### src/hdl/stt_pkg.sv
package stt_pkg;

	localparam int PosW        = 16;
	localparam int OutW        = 16;
	localparam int QueueDepth  = 4;
	localparam int QPtrW       = $clog2(QueueDepth);
	localparam int QCntW       = QPtrW + 1;
	localparam int MaxPerByte  = 3;

	localparam logic [7:0] CH_NUL   = 8'h00;
	localparam logic [7:0] CH_SLASH = 8'h2F;
	localparam logic [7:0] CH_STAR  = 8'h2A;
	localparam logic [7:0] CH_DOT   = 8'h2E;

	typedef enum logic [2:0] {
		CLS_PUNCT = 3'd0,
		CLS_INT   = 3'd1,
		CLS_FLOAT = 3'd2,
		CLS_NAME  = 3'd3,
		CLS_OPER  = 3'd4,
		CLS_ERROR = 3'd5,
		CLS_END   = 3'd6
	} tok_class_t;

	typedef struct packed {
		logic [7:0] text_byte;
		logic       end_of_text;
	} src_item_t;

	typedef struct packed {
		tok_class_t      token_class;
		logic [OutW-1:0] token_start;
		logic [OutW-1:0] token_length;
		logic            last_of_run;
	} tok_item_t;

	// all results caused by one input byte
	typedef struct packed {
		logic [1:0]                       count;
		tok_item_t [MaxPerByte-1:0]       item;
	} tok_group_t;

	function automatic logic [PosW-1:0] sat_inc(logic [PosW-1:0] v);
		return (v == '1) ? v : v + PosW'(1);
	endfunction

	function automatic logic [OutW-1:0] sat_out(logic [PosW-1:0] v);
		logic [PosW+OutW-1:0] wide;
		wide = (PosW+OutW)'(v);
		if ((wide >> OutW) != '0)
			return '1;
		return wide[OutW-1:0];
	endfunction

	function automatic tok_item_t make_tok(tok_class_t cls, logic [PosW-1:0] start,
			logic [PosW-1:0] len);
		tok_item_t t;
		t.token_class  = cls;
		t.token_start  = sat_out(start);
		t.token_length = sat_out(len);
		t.last_of_run  = 1'b0;
		return t;
	endfunction

	function automatic logic is_space(logic [7:0] b);
		case (b) inside
			8'h20, 8'h0A, 8'h09, 8'h0D: return 1'b1;
			default:                    return 1'b0;
		endcase
	endfunction

	function automatic logic is_digit(logic [7:0] b);
		return (b >= 8'h30) && (b <= 8'h39);
	endfunction

	function automatic logic is_name(logic [7:0] b);
		return is_digit(b) || ((b >= 8'h61) && (b <= 8'h7A)) ||
			((b >= 8'h41) && (b <= 8'h5A)) || (b == 8'h5F);
	endfunction

	// ( ) { } [ ] ; ,
	function automatic logic is_punct(logic [7:0] b);
		case (b) inside
			8'h28, 8'h29, 8'h7B, 8'h7D, 8'h5B, 8'h5D, 8'h3B, 8'h2C: return 1'b1;
			default: return 1'b0;
		endcase
	endfunction

	// = + - * / ! % & ~ | < > ? : . #
	function automatic logic is_oper(logic [7:0] b);
		case (b) inside
			8'h3D, 8'h2B, 8'h2D, 8'h2A, 8'h2F, 8'h21, 8'h25, 8'h26,
			8'h7E, 8'h7C, 8'h3C, 8'h3E, 8'h3F, 8'h3A, 8'h2E, 8'h23: return 1'b1;
			default: return 1'b0;
		endcase
	endfunction

endpackage

### src/hdl/stt_front.sv
module stt_front (
	input  logic                   clk,
	input  logic                   arst_n,
	input  logic                   src_valid,
	output logic                   src_ready,
	input  stt_pkg::src_item_t     src_data,
	output logic                   push_valid,
	input  logic                   push_ready,
	output stt_pkg::tok_group_t    push_data
);

	typedef enum logic [9:0] {
		SCAN_IDLE    = 10'b00_0000_0001,
		SCAN_INT     = 10'b00_0000_0010,
		SCAN_FLOAT   = 10'b00_0000_0100,
		SCAN_NAME    = 10'b00_0000_1000,
		SCAN_OPER    = 10'b00_0001_0000,
		SCAN_SLASH   = 10'b00_0010_0000,
		SCAN_COMMENT = 10'b00_0100_0000,
		SCAN_CSTAR   = 10'b00_1000_0000,
		SCAN_ERRSKIP = 10'b01_0000_0000,
		SCAN_DONE    = 10'b10_0000_0000
	} scan_mode_t;

	scan_mode_t                  mode_q, mode_d;
	logic [stt_pkg::PosW-1:0]    pstart_q, pstart_d;
	logic [stt_pkg::PosW-1:0]    plen_q, plen_d;
	logic [stt_pkg::PosW-1:0]    pos_q, pos_d;
	logic                        accept;

	logic [3:0]                  cand_v;
	stt_pkg::tok_item_t [3:0]    cand;
	stt_pkg::tok_group_t         group;
	logic [1:0]                  n;
	logic                        ends, cont, start;
	logic [7:0]                  b;

	function automatic logic pend_valid(scan_mode_t m);
		case (m) inside
			SCAN_INT, SCAN_FLOAT, SCAN_NAME, SCAN_OPER, SCAN_SLASH: return 1'b1;
			default: return 1'b0;
		endcase
	endfunction

	function automatic stt_pkg::tok_class_t pend_class(scan_mode_t m);
		case (m)
			SCAN_INT:   return stt_pkg::CLS_INT;
			SCAN_FLOAT: return stt_pkg::CLS_FLOAT;
			SCAN_NAME:  return stt_pkg::CLS_NAME;
			default:    return stt_pkg::CLS_OPER;
		endcase
	endfunction

	always_comb begin
		mode_d   = mode_q;
		pstart_d = pstart_q;
		plen_d   = plen_q;
		pos_d    = pos_q;
		cand_v   = '0;
		cand     = '0;
		group    = '0;
		n        = '0;
		ends     = 1'b0;
		cont     = 1'b0;
		start    = 1'b0;
		b        = src_data.text_byte;

		if (mode_q == SCAN_ERRSKIP || mode_q == SCAN_DONE) begin
			// drop bytes until the end flag
		end else if (b == stt_pkg::CH_NUL) begin
			if (mode_d == SCAN_COMMENT || mode_d == SCAN_CSTAR) begin
				cand_v[0] = 1'b1;
				cand[0]   = stt_pkg::make_tok(stt_pkg::CLS_ERROR, pstart_d, '0);
			end else if (pend_valid(mode_d)) begin
				cand_v[0] = 1'b1;
				cand[0]   = stt_pkg::make_tok(pend_class(mode_d), pstart_d, plen_d);
			end
			cand_v[3] = 1'b1;
			cand[3]   = stt_pkg::make_tok(stt_pkg::CLS_END, pos_q, '0);
			mode_d    = SCAN_DONE;
		end else begin
			unique case (mode_q)
				SCAN_COMMENT: begin
					if (b == stt_pkg::CH_STAR)
						mode_d = SCAN_CSTAR;
				end
				SCAN_CSTAR: begin
					if (b == stt_pkg::CH_SLASH)
						mode_d = SCAN_IDLE;
					else if (b != stt_pkg::CH_STAR)
						mode_d = SCAN_COMMENT;
				end
				SCAN_SLASH: begin
					if (b == stt_pkg::CH_STAR) begin
						mode_d = SCAN_COMMENT;
					end else begin
						mode_d = SCAN_OPER;
						ends   = !stt_pkg::is_oper(b);
						cont   = 1'b1;
					end
				end
				SCAN_INT: begin
					if (b == stt_pkg::CH_DOT)
						mode_d = SCAN_FLOAT;
					else
						ends = !stt_pkg::is_digit(b);
					cont = 1'b1;
				end
				SCAN_FLOAT: begin
					ends = !stt_pkg::is_digit(b);
					cont = 1'b1;
				end
				SCAN_NAME: begin
					ends = !stt_pkg::is_name(b);
					cont = 1'b1;
				end
				SCAN_OPER: begin
					ends = !stt_pkg::is_oper(b);
					cont = 1'b1;
				end
				SCAN_IDLE: start = 1'b1;
				default: ;
			endcase

			if (cont) begin
				if (ends) begin
					cand_v[0] = 1'b1;
					cand[0]   = stt_pkg::make_tok(pend_class(mode_d), pstart_d, plen_d);
					mode_d    = SCAN_IDLE;
					start     = 1'b1;
				end else begin
					plen_d = stt_pkg::sat_inc(plen_d);
				end
			end

			if (start) begin
				if (stt_pkg::is_space(b)) begin
					// skip
				end else if (b == stt_pkg::CH_SLASH) begin
					mode_d   = SCAN_SLASH;
					pstart_d = pos_q;
					plen_d   = stt_pkg::PosW'(1);
				end else if (stt_pkg::is_punct(b)) begin
					cand_v[1] = 1'b1;
					cand[1]   = stt_pkg::make_tok(stt_pkg::CLS_PUNCT, pos_q,
						stt_pkg::PosW'(1));
				end else if (stt_pkg::is_digit(b)) begin
					mode_d   = SCAN_INT;
					pstart_d = pos_q;
					plen_d   = stt_pkg::PosW'(1);
				end else if (stt_pkg::is_name(b)) begin
					mode_d   = SCAN_NAME;
					pstart_d = pos_q;
					plen_d   = stt_pkg::PosW'(1);
				end else if (stt_pkg::is_oper(b)) begin
					mode_d   = SCAN_OPER;
					pstart_d = pos_q;
					plen_d   = stt_pkg::PosW'(1);
				end else begin
					cand_v[1] = 1'b1;
					cand[1]   = stt_pkg::make_tok(stt_pkg::CLS_ERROR, pos_q, '0);
					mode_d    = SCAN_ERRSKIP;
				end
			end
		end

		if (src_data.end_of_text) begin
			if (mode_d == SCAN_COMMENT || mode_d == SCAN_CSTAR) begin
				cand_v[2] = 1'b1;
				cand[2]   = stt_pkg::make_tok(stt_pkg::CLS_ERROR, pstart_d, '0);
			end else if (pend_valid(mode_d)) begin
				cand_v[2] = 1'b1;
				cand[2]   = stt_pkg::make_tok(pend_class(mode_d), pstart_d, plen_d);
			end
			if (mode_d != SCAN_DONE) begin
				cand_v[3] = 1'b1;
				cand[3]   = stt_pkg::make_tok(stt_pkg::CLS_END, stt_pkg::sat_inc(pos_q), '0);
			end
			mode_d   = SCAN_IDLE;
			pstart_d = '0;
			plen_d   = '0;
			pos_d    = '0;
		end else begin
			pos_d = stt_pkg::sat_inc(pos_q);
		end

		// pack the candidates in order; at most three are ever set
		for (int k = 0; k < 4; k++) begin
			if (cand_v[k]) begin
				group.item[n] = cand[k];
				n = n + 2'd1;
			end
		end
		for (int j = 0; j < stt_pkg::MaxPerByte; j++)
			group.item[j].last_of_run = (2'(j) == n - 2'd1);
		group.count = n;
	end

	assign src_ready  = push_ready;
	assign accept     = src_valid && src_ready;
	assign push_valid = accept && (n != 2'd0);
	assign push_data  = group;

	always_ff @(posedge clk or negedge arst_n) begin
		if (!arst_n) begin
			mode_q   <= SCAN_IDLE;
			pstart_q <= '0;
			plen_q   <= '0;
			pos_q    <= '0;
		end else if (accept) begin
			mode_q   <= mode_d;
			pstart_q <= pstart_d;
			plen_q   <= plen_d;
			pos_q    <= pos_d;
		end
	end

endmodule

### src/hdl/stt_queue.sv
module stt_queue (
	input  logic                   clk,
	input  logic                   arst_n,
	input  logic                   push_valid,
	output logic                   push_ready,
	input  stt_pkg::tok_group_t    push_data,
	output logic                   head_valid,
	input  logic                   pop,
	output stt_pkg::tok_group_t    head
);

	stt_pkg::tok_group_t          slot_q [stt_pkg::QueueDepth];
	logic [stt_pkg::QPtrW-1:0]    wr_ptr_q, rd_ptr_q;
	logic [stt_pkg::QCntW-1:0]    cnt_q;
	logic                         do_push, do_pop;

	assign push_ready = (cnt_q != stt_pkg::QCntW'(stt_pkg::QueueDepth));
	assign head_valid = (cnt_q != '0);
	assign head       = slot_q[rd_ptr_q];
	assign do_push    = push_valid && push_ready;
	assign do_pop     = pop && head_valid;

	always_ff @(posedge clk) begin
		if (do_push)
			slot_q[wr_ptr_q] <= push_data;
	end

	always_ff @(posedge clk or negedge arst_n) begin
		if (!arst_n) begin
			wr_ptr_q <= '0;
			rd_ptr_q <= '0;
			cnt_q    <= '0;
		end else begin
			if (do_push)
				wr_ptr_q <= wr_ptr_q + stt_pkg::QPtrW'(1);
			if (do_pop)
				rd_ptr_q <= rd_ptr_q + stt_pkg::QPtrW'(1);
			if (do_push && !do_pop)
				cnt_q <= cnt_q + stt_pkg::QCntW'(1);
			else if (!do_push && do_pop)
				cnt_q <= cnt_q - stt_pkg::QCntW'(1);
		end
	end

endmodule

### src/hdl/stt_back.sv
module stt_back (
	input  logic                   clk,
	input  logic                   arst_n,
	input  logic                   head_valid,
	input  stt_pkg::tok_group_t    head,
	output logic                   pop,
	output logic                   tok_valid,
	input  logic                   tok_ready,
	output stt_pkg::tok_item_t     tok_data
);

	logic                  out_valid_q;
	stt_pkg::tok_item_t    out_q;
	logic [1:0]            sub_q;
	logic                  load;

	// refill the output register whenever it is empty or being taken
	assign load = head_valid && (!out_valid_q || tok_ready);
	assign pop  = load && (sub_q == head.count - 2'd1);

	always_ff @(posedge clk) begin
		if (load)
			out_q <= head.item[sub_q];
	end

	always_ff @(posedge clk or negedge arst_n) begin
		if (!arst_n) begin
			out_valid_q <= 1'b0;
			sub_q       <= '0;
		end else begin
			if (load)
				out_valid_q <= 1'b1;
			else if (tok_ready)
				out_valid_q <= 1'b0;
			if (pop)
				sub_q <= '0;
			else if (load)
				sub_q <= sub_q + 2'd1;
		end
	end

	assign tok_valid = out_valid_q;
	assign tok_data  = out_q;

endmodule

### src/hdl/source_text_tokenizer.sv
// Source text tokenizer: takes one text byte per cycle on src and reports tokens on tok
// (class, start offset, length, and a flag on the last token a byte caused). The scanner
// accepts a byte every cycle as long as its four-entry queue of per-byte result groups has
// room; a byte that ends a token, closes the text or hits an error may cause up to three
// results, and the output side delivers one result per cycle while tok_ready is high, so
// such bytes take one output slot per result. A result reaches tok through the queue and
// the output register. Offsets and lengths saturate at 65535.
module source_text_tokenizer (
	input  logic                   clk,
	input  logic                   arst_n,
	input  logic                   src_valid,
	output logic                   src_ready,
	input  stt_pkg::src_item_t     src_data,
	output logic                   tok_valid,
	input  logic                   tok_ready,
	output stt_pkg::tok_item_t     tok_data
);

	logic                   push_valid, push_ready;
	stt_pkg::tok_group_t    push_data;
	logic                   head_valid, pop;
	stt_pkg::tok_group_t    head;

	stt_front u_front (
		.clk        (clk),
		.arst_n     (arst_n),
		.src_valid  (src_valid),
		.src_ready  (src_ready),
		.src_data   (src_data),
		.push_valid (push_valid),
		.push_ready (push_ready),
		.push_data  (push_data)
	);

	stt_queue u_queue (
		.clk        (clk),
		.arst_n     (arst_n),
		.push_valid (push_valid),
		.push_ready (push_ready),
		.push_data  (push_data),
		.head_valid (head_valid),
		.pop        (pop),
		.head       (head)
	);

	stt_back u_back (
		.clk        (clk),
		.arst_n     (arst_n),
		.head_valid (head_valid),
		.head       (head),
		.pop        (pop),
		.tok_valid  (tok_valid),
		.tok_ready  (tok_ready),
		.tok_data   (tok_data)
	);

endmodule
### config.mk
export PLATFORM = sky130hd
export DESIGN_NAME = source_text_tokenizer
export DESIGN_NICKNAME = d
export VERILOG_FILES = /design/src/hdl/stt_pkg.sv /design/src/hdl/stt_front.sv /design/src/hdl/stt_queue.sv /design/src/hdl/stt_back.sv /design/src/hdl/source_text_tokenizer.sv
export SDC_FILE = /design/constraint.sdc
export NUM_CORES = 1
export LEC_CHECK = 0
export ABC_AREA = 1
export BUFFER_PORTS_ARGS = -buffer_cell sky130_fd_sc_hd__buf_4
export CORE_UTILIZATION = 41
export CTS_BUF_LIST = sky130_fd_sc_hd__clkbuf_2 sky130_fd_sc_hd__clkbuf_4 sky130_fd_sc_hd__clkbuf_8
export CTS_CLUSTER_SIZE = 12
export DETAILED_ROUTE_END_ITERATION = 8
export GPL_TIMING_DRIVEN = 0
export PLACE_DENSITY = 0.59
export SLEW_MARGIN = 20
export SYNTH_ARGS = -nofsm -noshare
export SYNTH_HDL_FRONTEND = slang
export SYNTH_SLANG_ARGS = --single-unit
### constraint.sdc
create_clock -name clk -period 12.65 [get_ports clk]
set_input_delay 1.8975 -clock clk [delete_from_list [all_inputs] [get_ports clk]]
set_output_delay 1.8975 -clock clk [all_outputs]
set_load 0.01 [all_outputs]
==> summary.txt <==
Clock tree
  – Clock Path Buffers: 3
  – CTS Hold Bufs: 0
  – Post-CTS Setup Bufs: 0
  – Htree depth: 3
  – Clock transition at path regs: 0.06 ns
  – Root Driver: clkbuf_8
  – CTS buffer count: 92
  – CTS tree: done
  – Clock Latency Late Sink: 0.69 ns
  – CTS sink count: 544
  – Post_cts resized: 0

Worst setup path
  – Slowest stage delay, CP: 0.89 ns
  – Crit. End Element: flop
  – Worst r2r path cells: 22
  – RR Endpoint: u_queue.slot_q[2][67]
  – R2R setup slack: 6.16 ns
  – CP Launch Type: primary input
  – FF-to-FF Start: u_front.mode_q[1]
  – Crit path DAT: 7.45 ns
  – Critical path required time: 12.92 ns
  – Crit Path Class: primary input to flop
  – Critical-path top delay cell: clkbuf_1
  – Worst path cell trace: buf_2 -> inv_1 -> nand2_1 -> nor2_2 -> nand2_2 -> nand3_2 -> nand2_1 -> nand2_2 -> nand4_1 -> nand2_1 -> nor2_1 -> nand2_1 -> inv_1 -> clkbuf_1 -> clkbuf_1 -> ha_1 -> nand3_4 -> nand2_4 -> inv_1 -> ha_1 -> nand2_1 -> nand2_1 -> clkbuf_1 -> o221ai_1
  – Max Fanout on Critical Path: 11
  – Worst path most repeated cell: nand2_1

Run
  – Max cap viols: 0

Detailed routing
  – Antenna-violating nets left: 0
  – Routed len/inst: 23.94 um
  – Vias per cell: 5.713
  – DRT Pass-1 Iters: 5
  – Initial drt markers: 1,919
  – Vias: 19,670
  – Final wirelength: 82.42 mm
  – Residual DRC: 0

Finish
  – Share of layout cells above drive strength 1: 12.86%
  – Most common cell after layout, fill and taps aside: edfxtp_1
  – Fillers: 5,494
  – Area added between synthesis and finish: 15.26%
  – Nets: 2,608
  – Most frequent cells in the layout: edfxtp_1, nor2_1, o21ai_0
  – Final Util: 48.17%

Place
  – DP HPWL: 59.15 mm
  – Final Wtd Congestion: 0.9365
  – Port buffer count: 49

Worst hold path
  – Hold depth: 2
  – Worst hold path class: flop to flop
  – Min-delay src: u_front.pstart_q[10]
  – Worst Hold End: u_front.pstart_q[10]

Yosys
  – Instance count of the mapped netlist: 2,415
  – Synth unique cells: 59
  – Post-synthesis sequential area ratio: 63.06%
  – Number of flops mapped to enable cells by yosys: 476
  – Yosys warns: 0
  – Avg Inst Size Synth: 10.50 um^2
  – Synth Cell Area: 25,370 um^2
  – Top_reg_cell synth: edfxtp_1
  – Synth async-reset ratio: 12.50%
  – Syn nets: 2,440
  – Register bit total from synthesis: 544

Pwr
  – Max IR drop VDD: 116.1 uV
  – Pwr Density: 276.3 nW/um^2
  – Leakage: 0.01056 uW

Timing
  – Slew headroom: 23.21%
  – Fin crit period: 7.181 ns
  – Finish-stage setup viols: 0
  – Fmax: 139.3 MHz
  – Final Max Slew Viols: 0
  – Final Hold Viols: 0
  – Setup Skew: 0.03393 ns
  – Least-Margin Pin Slew: 1.152 ns
  – Worst hold slack: 0.5048 ns
  – Final worst-path cycle share: 56.76%
  – RSZ-0062 raised after global routing: false

GRT
  – GRT Overall Usage: 26.22%
  – GRT overflow: 0
  – Global-route wire length before repair: 121.9 mm
  – Initial antenna violation count: 1
  – Largest net degree at the start of global routing: 69
  – Vias in the first global route: 19,020

Die
  – Die area: 62,870 um^2
  – Number of core rows: 90
  – CORE AREA: 60,700 um^2
  – Die width: 250.7 um
  – Initial Util: 41.80%
  – Boundary pin count: 51
  – Die Ht: 250.7 um

Run status
  – Status: completed
Yosys cell counts (5+ instances only):
library cell / instances / area [um^2]
nor2_4: 7 / 78.83
dfrtp_1: 67 / 1677
ha_1: 11 / 137.6
o21ai_2: 8 / 70.07
nand3_1: 96 / 480.5
o22ai_1: 105 / 656.9
nand2_2: 13 / 81.33
nand2_1: 280 / 1051
nand2_4: 5 / 56.30
edfxtp_1: 476 / 14290
o21ai_0: 307 / 1536
buf_4: 5 / 37.54
o21ai_1: 7 / 35.03
a21oi_1: 33 / 165.2
nor2_1: 369 / 1385
or2_2: 11 / 68.82
o211ai_1: 43 / 322.8
o31ai_1: 16 / 120.1
clkbuf_1: 115 / 431.7
a32o_1: 19 / 190.2
inv_1: 193 / 724.4
xor2_1: 20 / 175.2
nand4_1: 17 / 106.4
o22ai_2: 6 / 75.07
nor2_2: 8 / 50.05
o221ai_1: 60 / 525.5
inv_2: 17 / 63.81
a31oi_1: 13 / 81.33
nor3_1: 31 / 155.2
worst max path at each step:
stage               slack [ns]         from                     to  cells after the start
floorplan                 2.32  src_data[1]   u_queue.slot_q[0][0]                     25
global placement         -2.89  src_data[2]  u_queue.slot_q[3][91]                     26
detailed placement        4.81  src_data[2]  u_queue.slot_q[1][79]                     29
CTS                       5.52  src_data[2]  u_queue.slot_q[1][50]                     29
global route              5.03  src_data[1]  u_queue.slot_q[1][50]                     28
finish                    5.47  src_data[1]  u_queue.slot_q[2][67]                     24
metrics by stage:
stage	setup TNS [ns]	cells	setup slack [ns]	total power [uW]	instance area, um^2
6_report	0	3443	5.469	8078	29240
5_1_grt	0	3443	5.026	8493	29240
4_1_cts	0	3442	5.521	8066	29230
3_5_place_dp	0	3271	4.812	6465	27350
3_3_place_gp	-1218.39	3246	-2.890	6374	26710
2_1_floorplan	0	2415	2.325	5004	25370
cells by family (layout without fill, tap and decap cells):
| kind of cell | after synthesis | in the layout | synth area share, % |
|---|---|---|---|
| adders and majority gates | 12 | 12 | 0.6215 |
| AOI/OAI and AO/OA | 638 | 638 | 15.60 |
| muxes | 1 | 1 | 0.04439 |
| and+or+nand+nor | 853 | 853 | 14.61 |
| DFF | 544 | 544 | 63.06 |
| xor gates and xnor gates | 21 | 21 | 0.7250 |
| other | 0 | 1 | 0 |
| buffers and inverters | 346 | 591 | 5.341 |
layer usage:
layer / share of wire [%] / up-vias / global-route usage [%]
met2: 46 / 832 / 41.77
li1: - / 9057 / -
met4: 3.3 / 0 / 10.87
met1: 43 / 9660 / 36.06
met3: 7.7 / 122 / 3.696
met5: 0 / - / 0
sequential cells by signal (all words and copies together), names as in the netlist:
register	cells
u_front.plen_q	16
u_front.mode_q	10
u_back.sub_q	2
u_back.tok_valid	1
u_queue.cnt_q	3
u_queue.rd_ptr_q	2
u_front.pstart_q	16
u_back.tok_data	36
u_queue.slot_q	440
u_front.pos_q	16
u_queue.wr_ptr_q	2
where the power goes:
group          leakage [uW]  internal (uW)  total, uW  switching, uW
clock network       0.00102            882       1600            717
logic               0.00415            999       3630           2630
registers           0.00540           2720       2850            135
total                0.0106           4600       8080           3480
layout make-up:
type	instances	area, um^2	share of cell area [%]
plain buffers	130	539.3	1.844
flip-flops and latches	544	16000	54.71
repair buffers	74	962.2	3.291
clock inverters	28	168.9	0.5777
well taps	782	978.4	3.346
clock buffers	143	1712	5.854
multi-input cells	1525	8064	27.58
inverters	216	815.8	2.790
diodes	1	2.502	0.008558
worst max-delay path, delay by kind of cell:
family,cells,cell delay [ns]
buffers and inverters,7,2.23
and+or+nand+nor,14,2.05
adders and majority gates,2,0.69
AOI/OAI and AO/OA,1,0.54
No activity file was read; power rests on OpenSTA's default activity.
